==> src/sv/slis_pkg.sv <==
// ----------------------------------------------------------------------------
// slis_pkg
// Shared types and constants for the sorted list insert/search block.
// ----------------------------------------------------------------------------
`default_nettype none

package slis_pkg;

  // Store depth and derived widths
  localparam int unsigned DEPTH   = 16;
  localparam int unsigned IDX_W   = $clog2(DEPTH);
  localparam int unsigned CNT_W   = $clog2(DEPTH + 1);
  localparam int unsigned VALUE_W = 32;
  localparam int unsigned FIELD_W = 5;

  // Operation codes
  typedef enum logic {
    OP_INSERT = 1'b0,
    OP_SEARCH = 1'b1
  } op_e;

  // Engine sequencer states
  typedef enum logic [1:0] {
    ST_IDLE,
    ST_RUN,
    ST_DONE
  } state_e;

  // Result of one transaction, engine to output stage
  typedef struct packed {
    logic               found;
    logic [FIELD_W-1:0] position;
    logic               dropped_full;
    logic [FIELD_W-1:0] stored_count;
  } result_t;

  // Fit a count into a result field (masked to the field width)
  function automatic logic [FIELD_W-1:0] fit_field(logic [CNT_W-1:0] v);
    logic [31:0] w;
    w = 32'(v);
    return w[FIELD_W-1:0];
  endfunction

endpackage

`default_nettype wire

==> src/sv/slis_engine.sv <==
// ----------------------------------------------------------------------------
// slis_engine
// Entry store in a RAM with registered read plus the sequencer that walks it:
// inserts scan down from the top entry and shift as they go, searches scan up.
// ----------------------------------------------------------------------------
`default_nettype none

module slis_engine (
  input  wire logic                          clk_i,
  input  wire logic                          rst_ni,
  input  wire logic                          start_i,
  input  wire logic                          op_i,
  input  wire logic [slis_pkg::VALUE_W-1:0]  value_i,
  output      logic                          idle_o,
  output      logic                          res_valid_o,
  input  wire logic                          res_ready_i,
  output      slis_pkg::result_t             res_o
);

  slis_pkg::state_e state_q, state_d;

  logic [slis_pkg::CNT_W-1:0]   count_q, count_d;
  logic [slis_pkg::IDX_W-1:0]   cur_q, cur_d;
  logic                         op_q, op_d;
  logic [slis_pkg::VALUE_W-1:0] val_q, val_d;
  logic                         found_q, found_d;
  logic                         drop_q, drop_d;
  logic [slis_pkg::CNT_W-1:0]   pos_q, pos_d;

  // Entry RAM ports
  logic [slis_pkg::VALUE_W-1:0] mem [slis_pkg::DEPTH];
  logic [slis_pkg::VALUE_W-1:0] rdata_q;
  logic [slis_pkg::IDX_W-1:0]   rd_addr;
  logic                         mem_we;
  logic [slis_pkg::IDX_W-1:0]   wr_addr;
  logic [slis_pkg::VALUE_W-1:0] wr_data;

  logic                         is_full;
  logic                         is_empty;
  logic                         run_lt;
  logic                         run_eq;
  logic                         run_last;
  logic                         run_end;
  logic                         grows;
  logic [slis_pkg::CNT_W-1:0]   cur_ext;
  logic [slis_pkg::CNT_W-1:0]   next_count;

  assign is_full  = (count_q == slis_pkg::CNT_W'(slis_pkg::DEPTH));
  assign is_empty = (count_q == '0);
  assign cur_ext  = slis_pkg::CNT_W'(cur_q);

  // Compare the entry just read against the operand
  assign run_lt   = ($signed(rdata_q) < $signed(val_q));
  assign run_eq   = (rdata_q == val_q);
  assign run_last = (cur_ext + slis_pkg::CNT_W'(1)) == count_q;
  assign run_end  = (op_q == slis_pkg::OP_INSERT) ? (run_lt || (cur_q == '0))
                                                  : (run_eq || run_last);

  assign grows      = (op_q == slis_pkg::OP_INSERT) && !drop_q;
  assign next_count = count_q + (grows ? slis_pkg::CNT_W'(1) : '0);

  // Next state
  always_comb begin
    state_d = state_q;
    case (state_q)
      slis_pkg::ST_IDLE: begin
        if (start_i) begin
          if (is_empty || (op_i == slis_pkg::OP_INSERT && is_full)) begin
            state_d = slis_pkg::ST_DONE;
          end else begin
            state_d = slis_pkg::ST_RUN;
          end
        end
      end
      slis_pkg::ST_RUN: begin
        if (run_end) begin
          state_d = slis_pkg::ST_DONE;
        end
      end
      slis_pkg::ST_DONE: begin
        if (res_ready_i) begin
          state_d = slis_pkg::ST_IDLE;
        end
      end
      default: state_d = slis_pkg::ST_IDLE;
    endcase
  end

  // Datapath and RAM control
  always_comb begin
    count_d = count_q;
    cur_d   = cur_q;
    op_d    = op_q;
    val_d   = val_q;
    found_d = found_q;
    drop_d  = drop_q;
    pos_d   = pos_q;
    rd_addr = '0;
    mem_we  = 1'b0;
    wr_addr = '0;
    wr_data = val_q;
    case (state_q)
      slis_pkg::ST_IDLE: begin
        if (start_i) begin
          op_d    = op_i;
          val_d   = value_i;
          found_d = 1'b0;
          drop_d  = 1'b0;
          pos_d   = '0;
          if (op_i == slis_pkg::OP_INSERT) begin
            // start the downward walk at the top entry
            drop_d  = is_full;
            cur_d   = slis_pkg::IDX_W'(count_q - slis_pkg::CNT_W'(1));
            rd_addr = slis_pkg::IDX_W'(count_q - slis_pkg::CNT_W'(1));
          end else begin
            cur_d   = '0;
            rd_addr = '0;
          end
        end
      end
      slis_pkg::ST_RUN: begin
        if (op_q == slis_pkg::OP_INSERT) begin
          if (run_lt) begin
            // new value lands just above this entry
            pos_d = cur_ext + slis_pkg::CNT_W'(1);
          end else begin
            // shift this entry up by one
            mem_we  = 1'b1;
            wr_addr = cur_q + slis_pkg::IDX_W'(1);
            wr_data = rdata_q;
            if (cur_q == '0) begin
              pos_d = '0;
            end else begin
              cur_d   = cur_q - slis_pkg::IDX_W'(1);
              rd_addr = cur_q - slis_pkg::IDX_W'(1);
            end
          end
        end else begin
          if (run_eq) begin
            found_d = 1'b1;
            pos_d   = cur_ext;
          end else if (run_last) begin
            pos_d = count_q;
          end else begin
            cur_d   = cur_q + slis_pkg::IDX_W'(1);
            rd_addr = cur_q + slis_pkg::IDX_W'(1);
          end
        end
      end
      slis_pkg::ST_DONE: begin
        // place the new value; repeating the write while stalled is harmless
        if (grows) begin
          mem_we  = 1'b1;
          wr_addr = pos_q[slis_pkg::IDX_W-1:0];
          wr_data = val_q;
        end
        if (res_ready_i) begin
          count_d = next_count;
        end
      end
      default: ;
    endcase
  end

  // Outputs
  always_comb begin
    idle_o                = (state_q == slis_pkg::ST_IDLE);
    res_valid_o           = (state_q == slis_pkg::ST_DONE);
    res_o.found           = found_q;
    res_o.position        = slis_pkg::fit_field(pos_q);
    res_o.dropped_full    = drop_q;
    res_o.stored_count    = slis_pkg::fit_field(next_count);
  end

  // Control registers
  always_ff @(posedge clk_i or negedge rst_ni) begin
    if (!rst_ni) begin
      state_q <= slis_pkg::ST_IDLE;
      count_q <= '0;
    end else begin
      state_q <= state_d;
      count_q <= count_d;
    end
  end

  // Operand and result registers
  always_ff @(posedge clk_i) begin
    cur_q   <= cur_d;
    op_q    <= op_d;
    val_q   <= val_d;
    found_q <= found_d;
    drop_q  <= drop_d;
    pos_q   <= pos_d;
  end

  // Entry RAM, registered read
  always_ff @(posedge clk_i) begin
    if (mem_we) begin
      mem[wr_addr] <= wr_data;
    end
    rdata_q <= mem[rd_addr];
  end

endmodule

`default_nettype wire

==> src/sv/sorted_list_insert_search.sv <==
// ----------------------------------------------------------------------------
// sorted_list_insert_search
// Ascending store of signed 32-bit values with ordered insert and first-match
// search, backed by a single entry RAM.
// ----------------------------------------------------------------------------
//
//  channel  | direction | tdata                         | tuser
//  ---------+-----------+-------------------------------+-------------
//  s_axis   | in        | value[31:0]                   | operation
//  m_axis   | out       | found, position, dropped_full,| -
//           |           | stored_count (low bit up)     |
//
// A transaction needs no RAM walk when the store is empty or an insert finds it
// full; else an insert visits the entries from the top down to the first one
// below its value, and a search those up to its first match, so at most DEPTH
// entries are visited. The walk is paced by the registered RAM read. Reset
// empties the store at once. The next transaction is taken while a result
// waits in the output register; a stalled output holds the engine.
// ----------------------------------------------------------------------------
`default_nettype none

module sorted_list_insert_search (
  input  wire logic        clk_i,
  input  wire logic        rst_ni,
  input  wire logic        s_axis_tvalid_i,
  output      logic        s_axis_tready_o,
  input  wire logic [31:0] s_axis_tdata_i,   // [31:0] value
  input  wire logic [0:0]  s_axis_tuser_i,   // [0] operation
  output      logic        m_axis_tvalid_o,
  input  wire logic        m_axis_tready_i,
  output      logic [15:0] m_axis_tdata_o    // [0] found, [5:1] position,
                                             // [6] dropped_full,
                                             // [11:7] stored_count, [15:12] 0
);

  logic              eng_idle;
  logic              eng_res_valid;
  logic              eng_res_ready;
  slis_pkg::result_t eng_res;

  logic              out_valid_q, out_valid_d;
  slis_pkg::result_t out_res_q;

  assign s_axis_tready_o = eng_idle;
  assign eng_res_ready   = !out_valid_q || m_axis_tready_i;

  slis_engine u_engine (
    .clk_i       (clk_i),
    .rst_ni      (rst_ni),
    .start_i     (s_axis_tvalid_i && eng_idle),
    .op_i        (s_axis_tuser_i[0]),
    .value_i     (s_axis_tdata_i),
    .idle_o      (eng_idle),
    .res_valid_o (eng_res_valid),
    .res_ready_i (eng_res_ready),
    .res_o       (eng_res)
  );

  // Output register valid
  always_comb begin
    out_valid_d = out_valid_q;
    if (eng_res_valid && eng_res_ready) begin
      out_valid_d = 1'b1;
    end else if (m_axis_tready_i) begin
      out_valid_d = 1'b0;
    end
  end

  always_ff @(posedge clk_i or negedge rst_ni) begin
    if (!rst_ni) begin
      out_valid_q <= 1'b0;
    end else begin
      out_valid_q <= out_valid_d;
    end
  end

  // Output register payload
  always_ff @(posedge clk_i) begin
    if (eng_res_valid && eng_res_ready) begin
      out_res_q <= eng_res;
    end
  end

  assign m_axis_tvalid_o = out_valid_q;
  assign m_axis_tdata_o  = {4'b0000,
                            out_res_q.stored_count,
                            out_res_q.dropped_full,
                            out_res_q.position,
                            out_res_q.found};

endmodule

`default_nettype wire

==> config.mk <==
export PLATFORM = sky130hd
export DESIGN_NAME = sorted_list_insert_search
export DESIGN_NICKNAME = d
export VERILOG_FILES = /design/src/sv/slis_pkg.sv /design/src/sv/slis_engine.sv /design/src/sv/sorted_list_insert_search.sv
export SDC_FILE = /design/constraint.sdc
export NUM_CORES = 1
export LEC_CHECK = 0
export BUFFER_PORTS_ARGS = -buffer_cell sky130_fd_sc_hd__buf_4
export CORE_ASPECT_RATIO = 0.7
export CORE_MARGIN = 2
export CORE_UTILIZATION = 30
export DETAILED_ROUTE_END_ITERATION = 10
export PLACE_DENSITY = 0.48
export SKIP_CTS_REPAIR_TIMING = 1
export SYNTH_ARGS = -nofsm -noshare
export SYNTH_HDL_FRONTEND = slang
export SYNTH_HIERARCHICAL = 1
export SYNTH_SLANG_ARGS = --single-unit
==> constraint.sdc <==
create_clock -name clk_i -period 6.5 [get_ports clk_i]
set_input_delay 1.3 -clock clk_i [delete_from_list [all_inputs] [get_ports clk_i]]
set_output_delay 1.3 -clock clk_i [all_outputs]
set_load 0.01 [all_outputs]
==> run summary, run 1 <==
Synth-to-Final Area Change = 15.1%
Routed via count = 13000
Reg2Reg Depth = 13
Leading cell type in the layout, fill and taps excluded = edfxtp_1
Final WL = 63600 um
Num CTS Buffers = 57
Worst Tran Pin Value = 1140 ps
Post-synthesis sequential area ratio = 0.727
Status = finished, final reports clean
Die width = 346 um
Crit path max fanout = 22
Leakage Power = 9.13 nW
Worst reg2reg startpoint = u_engine/val_q[19]$_DFFE_PP_
Crit path to = u_engine/mem[1][11]$_DFFE_PP_
Grt peak-use layer = met1
Bufs on Longest Clock Path = 3
EDFF count, synth = 568
Clock root buffer = clkbuf_16
Sw power = 4.01 mW
Fin. Hold Viols = 0
Iteration-0 DRC count of the detailed router = 1125
Layout cells sized above 1 = 0.159
CP Capture Type = register
Number of synthesized register bits = 608
Die area = 84400 um2
Period utilization = 0.844
GRT Overall Usage = 0.149
Ant. Diodes = 0
Vias in the first global route = 13000
WP data required = 6800 ps
Most frequent cells in the layout = 568 x edfxtp_1, 259 x mux2i_1, 86 x buf_4, 64 x o22ai_1, 59 x clkbuf_16
Synth async-reset ratio = 0.0132
Clock share of power = 0.279
Worst Path Arrival = 5790 ps
Worst setup startpoint = u_engine/val_q[19]$_DFFE_PP_
Drt via density = 4.90
Initial antenna violation count = 0
FF-to-FF End = u_engine/mem[1][11]$_DFFE_PP_
RSZ-0062 raised after global routing = no
Global-route track usage on met3 = 0.0267
Library cells used by synthesis = 63
Power Dens Cells = 439 nW/um2
Routability congestion estimate = 0.772
Max Cap Violations = 0
Drt drc = 0
Maximum vdd drop = 0.000233 V
Nets = 1609
DRT antenna net count = 0
Post-DP HPWL = 37600 um
Rel. slew slack = 0.240
PortBufs = 50
Hold WC Path Type = reg2reg
GRT met1 Usage = 0.229
Synth Flop Type = edfxtp_1
Largest net degree at the start of global routing = 49
Initial Util = 0.304
Clock transition at path regs = 60 ps
Fmax = 0.182 GHz
Grt ovf = 0
First-pass GRT wire length = 92200 um
Met2 Usage GRT = 0.216
Internal power = 8.43 mW
R2R Setup Slk = 1020 ps
Core ar. = 80900 um2
Yosys warns = 6
TritonRoute pass-1 iters = 5
Mean Syn Cell Area = 16.9 um2
Crit Path Category = reg2reg
Flop pwr share = 0.417
Slew Limit Fails = 0
Setup TNS Final = 0 ps
Post-synthesis cell count = 1453
Site Rows = 87
I/O pins = 55
H-tree Lvls = 2
Worst setup SP type = register
Hold_sp = u_engine/found_q$_DFFE_PP_
Synthesized cell area = 24600 um2
CTS tree = built
Final Skew = 20.1 ps
Clk_lat worst skew = 640 ps
Min Tclk post-route = 5480 ps
Final setup viols = 0
Avg WL per Cell = 24.0 um
Clock sink count = 608
Power share of the combinational group = 0.304
Sw Share = 0.322
Hold_ws = 424 ps
Die Span Y = 244 um
## registers in the layout, indices dropped and copies added, names as in the netlist, 2 cells and up
register,count
u_engine/state_q,2
u_engine/val_q,32
u_engine/cur_q,4
m_axis_tdata_o,12
u_engine/count_q,5
u_engine/rdata_q,32
u_engine/pos_q,5
u_engine/mem,512
## power groups by stage
stage / logic, mW / registers [mW] / clock network (mW)
4_1_cts: 3.79 / 5.19 / 3.56
2_1_floorplan: 2.71 / 5.16 / 0
6_report: 3.78 / 5.18 / 3.48
3_3_place_gp: 3.73 / 5.27 / 0
3_5_place_dp: 3.77 / 5.27 / 0
5_1_grt: 4.09 / 5.22 / 3.71
## layer usage
metal | share of wire | wire [um]
met1 | 0.51 | 32200
met2 | 0.42 | 26900
met3 | 0.051 | 3240
met4 | 0.020 | 1250
met5 | 0 | 0
## logic make-up (layout without fill, tap and decap cells)
family,Yosys count,in the layout,synth area share
AND/OR/NAND/NOR,155,155,0.0348
flip-flops,608,608,0.727
adder cells (fa/ha/maj),42,42,0.0213
AO/OA/AOI/OAI,206,206,0.0607
XOR/XNOR,20,20,0.00767
other,1,4,0.000152
buffers and inverters,126,248,0.0268
multiplexers,295,295,0.122
## how the worst min path moves through the flow
stage | end | depth (start not counted) | slack (ps)
5_1_grt | m_axis_tdata_o[0]$_DFFE_PP_ | 0 | 440
6_report | m_axis_tdata_o[0]$_DFFE_PP_ | 0 | 420
3_3_place_gp | m_axis_tdata_o[0]$_DFFE_PP_ | 0 | 420
2_1_floorplan | m_axis_tdata_o[5]$_DFFE_PP_ | 0 | 400
3_5_place_dp | m_axis_tdata_o[0]$_DFFE_PP_ | 0 | 410
4_1_cts | m_axis_tdata_o[0]$_DFFE_PP_ | 0 | 430
## critical path, cell delays in order (launching register included)
cell,delay [ps]
edfxtp_1,420
inv_1,70
ha_1,320
a21oi_1,130
o21ai_0,260
buf_4,260
a21oi_1,280
nor2_1,120
o31ai_4,880
o21ai_0,380
nand2b_1,270
a21boi_0,370
nor2b_4,930
buf_4,420
## layout make-up
cell class | count | area (um2)
Clock inverter | 31 | 367
Multi-Input combinational cell | 722 | 6240
Clock buffer | 76 | 1560
Inverter | 50 | 188
Timing Repair Buffer | 91 | 746
Fill cell | 7618 | 52500
Sequential cell | 608 | 17900
Tap cell | 1068 | 1340
## per-stage QoR
step | setup WS [ps] | util | power (mW) | cells | instance area, um2
floorplan | 1270 | - | 7.86 | 1456 | 24600
global placement | 1300 | 0.326 | 9.00 | 2538 | 26400
detailed placement | 1270 | 0.326 | 9.04 | 2538 | 26400
CTS | 1210 | 0.350 | 12.5 | 2645 | 28300
global route | 873 | 0.350 | 13.0 | 2646 | 28300
finish | 1020 | 0.350 | 12.4 | 2646 | 28300
## cell usage after synthesis, types with 4 or more instances
cell type / n / area [um2]
nand2_1: 34 / 128
buf_6: 15 / 169
o21ai_0: 15 / 75.1
buf_1: 4 / 15.0
nand2b_1: 5 / 31.3
buf_2: 15 / 75.1
xnor2_1: 12 / 105
a21oi_1: 25 / 125
mux2_2: 36 / 405
clkbuf_1: 27 / 101
edfxtp_1: 568 / 17100
inv_1: 50 / 188
nor2b_1: 4 / 25.0
dfxtp_1: 32 / 641
nor3_1: 7 / 35.0
nor2_1: 31 / 116
o21a_1: 6 / 45.0
nand4_1: 7 / 43.8
buf_4: 15 / 113
dfrtp_1: 8 / 200
o22ai_1: 64 / 400
a22oi_1: 5 / 37.5
ha_1: 42 / 526
xor2_1: 7 / 61.3
nand3_1: 14 / 70.1
o22a_1: 32 / 280
mux2i_1: 259 / 2590
o221ai_1: 33 / 289
or3_1: 35 / 219
Power figures use the tool's default switching activity.
==> run 2: changes to the inputs <==
- clock period: 6.5 -> 5.7 ns (I/O delays scaled with it)
==> run summary, run 2 (same netlist as run 1, synthesis figures left out) <==
Die Span Y = 244 um (unchanged)
Bufs on Longest Clock Path = 3 (unchanged)
Slew Limit Fails = 0 (unchanged)
Layout cells sized above 1 = 0.162 (+0.00296)
Iteration-0 DRC count of the detailed router = 1200 (+6.7%)
Power Dens Cells = 496 nW/um2 (+13%)
Crit Path Category = reg2reg
Core ar. = 80900 um2 (unchanged)
Largest net degree at the start of global routing = 57 (+16%)
Crit path max fanout = 56 (+150%)
Worst setup SP type = register
Routed via count = 12800 (-1.5%)
Top Registers = u_engine/mem (512), u_engine/rdata_q (32), u_engine/val_q (32)
Setup TNS Final = 0 ps (unchanged)
Drt drc = 0 (unchanged)
# fillers = 7654 (+0.47%)
Final instance area = 28500 um2 (+0.50%)
Synth-to-Final Area Change = 15.6%
Worst Path Arrival = 5210 ps (-580 ps)
Routability congestion estimate = 0.805 (+4.3%)
Crit-path cells = inv_1 -> ha_1 -> nand4_1 -> nor3_2 -> o21ai_0 -> a31oi_4 -> o31ai_2 -> o31ai_4 -> buf_12 -> mux2i_1 -> o22a_1 -> o221ai_1 -> or3_1
Num CTS Buffers = 57 (unchanged)
Tot Pwr = 14.1 mW (+14%)
Worst Tran Pin Value = 1040 ps (-97.5 ps)
PortBufs = 50 (unchanged)
Clock transition at path regs = 70 ps (about the same)
Grt ovf = 0 (unchanged)
Fin. Hold Viols = 0 (unchanged)
Max Cap Violations = 0 (unchanged)
Max reg flops = 512 (unchanged)
DP Area = 26500 um2 (+0.54%)
GRT Overall Usage = 0.146 (-0.00396)
Status = finished, final reports clean
TritonRoute pass-1 iters = 5 (unchanged)
Site Rows = 87 (unchanged)
Clk_lat worst skew = 620 ps (-20 ps)
Ant. Diodes = 0 (unchanged)
Fmax = 0.212 GHz (+16%)
Nets = 1612 (+0.19%)
Vias in the first global route = 12700 (-2.2%)
Post-DP HPWL = 35100 um (-6.6%)
DRT antenna net count = 0 (unchanged)
Leading cell type in the layout, fill and taps excluded = edfxtp_1
CP Capture Type = register
Final Skew = 15.3 ps (-4.82 ps)
Reg2Reg Depth = 13 (unchanged)
Die width = 346 um (unchanged)
Most frequent cells in the layout = 568 x edfxtp_1, 259 x mux2i_1, 81 x buf_4, 64 x o22ai_1, 59 x clkbuf_16
H-tree Lvls = 2 (unchanged)
Drt via density = 4.82 (-1.6%)
Clock sink count = 608 (unchanged)
RSZ-0062 raised after global routing = no
Top reg by flops = u_engine/mem
Die area = 84400 um2 (unchanged)
Min Tclk post-route = 4720 ps (-764 ps)
Initial antenna violation count = 0 (unchanged)
Hold WC Path Type = in2async
Period utilization = 0.828 (-0.0156)
Avg WL per Cell = 23.6 um (-1.9%)
Initial Util = 0.304 (unchanged)
I/O pins = 55 (unchanged)
Clock root buffer = clkbuf_16
First-pass GRT wire length = 89600 um (-2.8%)
Final setup viols = 0 (unchanged)
WP data required = 6190 ps (-610 ps)
Rel. slew slack = 0.308 (+0.0677)
Maximum vdd drop = 0.000221 V (-5.0%)
Max incr delay on CP = 870 ps (-60 ps)
Final WL = 62400 um (-1.9%)
Slowest cell on the critical path = o31ai_4
Leakage Power = 9.20 nW (+0.80%)
CTS tree = built
[run 2: layout make-up]
class                   instances  area, um2  area share
multi-input cells             722       6240       0.219
flip-flops and latches        608      17900       0.628
repair buffers                 94        868      0.0305
inverters                      50        188     0.00659
well taps                    1068       1340      0.0469
clock inverters                30        355      0.0125
clock buffers                  76       1590      0.0558
[run 2: per-layer routing]
layer,vias up,routed length [um],track usage
met3,71,3070,0.0237
met2,269,27400,0.220
met5,-,0,0
met4,0,1070,0.0348
met1,6547,30900,0.217
li1,5880,-,-
[run 2: worst max-delay path: cells and delay by family, from the launching register on]
family	cells	cell delay, ps
mux	1	280
buf+inv	2	490
flops	1	370
compound gates	6	1910
fa+ha+maj	1	310
simple gates	3	1180
[run 2: metrics by stage]
step                cells  worst slack, ps  utilization  hold slack (ps)
detailed placement   2542              966        0.328              434
CTS                  2648              964        0.352              292
floorplan            1456              473            -              400
finish               2648              981        0.352              334
global route         2648              816        0.352              306
global placement     2542              979        0.328              425
[run 2: worst paths after layout]
path	slack [ps]	to	start
setup / recovery	980	u_engine/rdata_q[24]$_DFF_P_	u_engine/val_q[14]$_DFFE_PP_
hold / removal	330	u_engine/count_q[1]$_DFFE_PN0P_	rst_ni
setup reg to reg	980	u_engine/rdata_q[24]$_DFF_P_	u_engine/val_q[14]$_DFFE_PP_
hold reg to reg	440	m_axis_tdata_o[0]$_DFFE_PP_	u_engine/found_q$_DFFE_PP_
max in group asynchronous	5230	u_engine/count_q[2]$_DFFE_PN0P_	rst_ni
min in group clk_i	440	m_axis_tdata_o[0]$_DFFE_PP_	u_engine/found_q$_DFFE_PP_
[run 2: power breakdown]
part	switching, mW	internal, mW	leakage [nW]	total (mW)
clock network	1.66	2.32	0.960	3.98
registers	0.242	5.66	5.50	5.90
logic	2.57	1.68	2.74	4.25
==> run 3: changes to the inputs <==
- ABC_AREA: unset -> 1
- clock period: 5.7 -> 4.7 ns (I/O delays scaled with it)
==> run summary, run 3 <==
Status = finished, final reports clean
Rel. slew slack = 0.140 (-0.168)
Routed via count = 18200 (+42%)
Slew Limit Fails = 0 (unchanged)
Worst Tran Pin Value = 1290 ps (+252 ps)
Largest cells by area after synthesis = edfxtp_1 63%, nand3_1 11%, nand2_1 9.3%, inv_1 4.6%, dfxtp_1 2.4%
Largest net degree at the start of global routing = 184 (+220%)
EDFF count, synth = 568 (unchanged)
WP data required = 5200 ps (-990 ps)
Main combinational cell family by area after synthesis = simple AND/OR/NAND/NOR gates
Worst setup startpoint = u_engine/val_q[7]$_DFFE_PP_
Synth Flop Type = edfxtp_1
Power Dens Cells = 606 nW/um2 (+22%)
Iteration-0 DRC count of the detailed router = 1699 (+42%)
PortBufs = 50 (unchanged)
Setup TNS Final = 0 ps (unchanged)
Yosys warns = 6 (unchanged)
Final setup viols = 0 (unchanged)
Period utilization = 0.897 (+0.0691)
Fmax = 0.237 GHz (+12%)
Drt drc = 0 (unchanged)
Routability congestion estimate = 0.805 (about the same)
R2R Setup Slk = 480 ps (-500 ps)
Final WL = 74400 um (+19%)
Adder-cell area share of the yosys netlist = 0.0195 (-0.00179)
Post-synthesis sequential area ratio = 0.666 (-0.0610)
# fillers = 8739 (+14%)
Top-area cell type share of the netlist area = 0.635 (-0.0581)
Clock transition at path regs = 60 ps (about the same)
Worst Setup Slack, final = 484 ps (-497 ps)
Hold WC Path Type = in2async
Commonest cells in the netlist = 666 x nand2_1, 597 x nand3_1, 568 x edfxtp_1
Top reg by flops = u_engine/mem
Nets = 2685 (+67%)
CTS tree = built
Worst Path Arrival = 4720 ps (-490 ps)
GRT Overall Usage = 0.162 (+0.0169)
Power share of the combinational group = 0.344 (+0.043)
Die area = 92100 um2 (+9.0%)
Mux contribution to synthesized area = 0 (-0.122)
Fin. Hold Viols = 0 (unchanged)
Max reg flops = 512 (unchanged)
Library cells used by synthesis = 41 (-35%)
H-tree Lvls = 2 (unchanged)
Synth Area in Compound Gates = 0.0199 (-0.0407)
Internal power = 11.8 mW (+23%)
DP Area = 28900 um2 (+8.9%)
Num CTS Buffers = 58 (+1.8%)
First-pass GRT wire length = 114000 um (+27%)
Clock sink count = 608 (unchanged)
Crit path max fanout = 61 (+8.9%)
Reg2Reg Depth = 17 (+4)
RSZ-0062 raised after global routing = no
Max Cap Violations = 0 (unchanged)
Leakage Power = 12.5 nW (+36%)
Initial Util = 0.304 (-0.000621)
Core ar. = 88500 um2 (+9.4%)
Site Rows = 91 (+4.6%)
Mean Syn Cell Area = 10.5 um2 (-38%)
FF-to-FF End = u_engine/rdata_q[25]$_DFF_P_
Number of synthesized register bits = 608 (unchanged)
Flop pwr share = 0.382 (-0.036)
Post-DP HPWL = 42200 um (+20%)
Drt via density = 4.76 (-1.2%)
Synth async-reset ratio = 0.0132 (unchanged)
Layout cells sized above 1 = 0.0998 (-0.0622)
Leading cell type in the layout, fill and taps excluded = nand2_1
CP Capture Type = register
Synth-to-Final Area Change = 15.2%
Min Tclk post-route = 4220 ps (-503 ps)
Hold_ws = 113 ps (-221 ps)
Sw Share = 0.369 (+0.0526)
Initial antenna violation count = 0 (unchanged)
Bufs on Longest Clock Path = 3 (unchanged)
Grt ovf = 0 (unchanged)
Clk_lat worst skew = 630 ps (about the same)
Die width = 362 um (+4.4%)
Ant. Diodes = 0 (unchanged)
Synth Area in Simple Gates = 0.214 (+0.179)
XOR/XNOR Fraction of Synth Area = 0.00289 (-0.00479)
Worst reg2reg startpoint = u_engine/val_q[7]$_DFFE_PP_
Final instance area = 31000 um2 (+8.7%)
Crit Path Category = reg2reg
TritonRoute pass-1 iters = 5 (unchanged)
Worst setup SP type = register
Maximum vdd drop = 0.000423 V (+91%)
Post-Place Worst Slack = 597 ps (-369 ps)
DRT antenna net count = 0 (unchanged)
Most frequent cells in the layout = 664 x nand2_1, 596 x nand3_1, 568 x edfxtp_1, 325 x inv_1, 122 x buf_4
Vias in the first global route = 17700 (+39%)
Synthesized cell area = 26900 um2 (+9.2%)
Yosys top cell by area = edfxtp_1
Clock root buffer = clkbuf_16
Sw power = 6.92 mW (+55%)
Final core occ = 0.350 (-0.00209)
Top Registers = u_engine/mem (512), u_engine/rdata_q (32), u_engine/val_q (32)
Most common cell in the synthesized netlist = nand2_1
I/O pins = 55 (unchanged)
Crit path to = u_engine/rdata_q[25]$_DFF_P_
Clock share of power = 0.274 (-0.007)
Die Span Y = 254 um (+4.4%)
Avg WL per Cell = 19.5 um (-17%)
Post-synthesis cell count = 2553 (+76%)
Final Skew = 17.3 ps (+1.98 ps)
## run 3: changes by cell type in the layout (fill, tap and decap cells not counted), sizes merged, moves of 33 or more
cell    before  now
mux2        36    0
buf         94  137
mux2i      259    0
or3         35    0
inv         53  332
nand2       34  668
o21ai       18   55
nand3       15  601
o22ai       64    2
o221ai      33    0
## run 3: through the flow
step / instances / power [mW]
2_1_floorplan: 2556 / 11.4
3_3_place_gp: 3708 / 13.7
3_5_place_dp: 3708 / 13.8
4_1_cts: 3816 / 19.0
5_1_grt: 3816 / 19.9
6_report: 3816 / 18.8
## run 3: power groups by stage
| stage | clock (mW) | sequential [mW] | combinational (mW) |
|---|---|---|---|
| after CTS | 5.27 | 7.16 | 6.53 |
| after floorplan | 0 | 7.22 | 4.22 |
| final | 5.15 | 7.16 | 6.46 |
| after detailed placement | 0 | 7.27 | 6.50 |
| after global routing | 5.49 | 7.21 | 7.22 |
| after global placement | 0 | 7.26 | 6.44 |
## run 3: worst max-delay path, stage by stage, from the launching register on
cell      delay [ps]
edfxtp_1         340
inv_1             70
ha_1             300
nand2_1          100
nor2_1           140
nand4_1          330
nor4_1           630
buf_4            260
nand2_1          110
nand2_1          140
nand2_1          110
nand3_4          230
buf_4            580
nand3_1          210
nand3_1          140
nand3_1          110
nand3_1          120
nand2_1          110
## run 3: cell type report
type                       count  area [um2]  area share
inverter                     334        1260      0.0406
clock inverter                35         477      0.0154
timing repair buffer         137        1220      0.0393
tap                         1162        1450      0.0470
sequential                   608       17900       0.578
multi-input combinational   1467        7060       0.228
clock buffer                  73        1600      0.0517
## run 3: cell families (layout without fill, tap and decap cells)
group	Yosys count	count (layout)
AOI/OAI and AO/OA	98	98
xor gates and xnor gates	8	8
adders and majority gates	42	42
buffers and inverters	481	579
DFF	608	608
other	1	4
and+or+nand+nor	1315	1315
## run 3: worst min-delay path by stage
stage | end | slack (ps) | depth (start not counted)
final | u_engine/count_q[2]$_DFFE_PN0P_ | 110 | 1
after global routing | u_engine/count_q[0]$_DFFE_PN0P_ | 90 | 1
after CTS | u_engine/count_q[0]$_DFFE_PN0P_ | 80 | 1
after detailed placement | m_axis_tdata_o[5]$_DFFE_PP_ | 410 | 0
after global placement | m_axis_tdata_o[0]$_DFFE_PP_ | 410 | 0
after floorplan | m_axis_tdata_o[5]$_DFFE_PP_ | 400 | 0
## run 3: metal layers
metal  vias to the layer above  share of wire  global-route usage
met5                         -              0                   0
met4                         0          0.017              0.0370
met3                        84          0.053              0.0240
met2                       479           0.43               0.244
met1                      8915           0.50               0.246
li1                       8703              -                   -
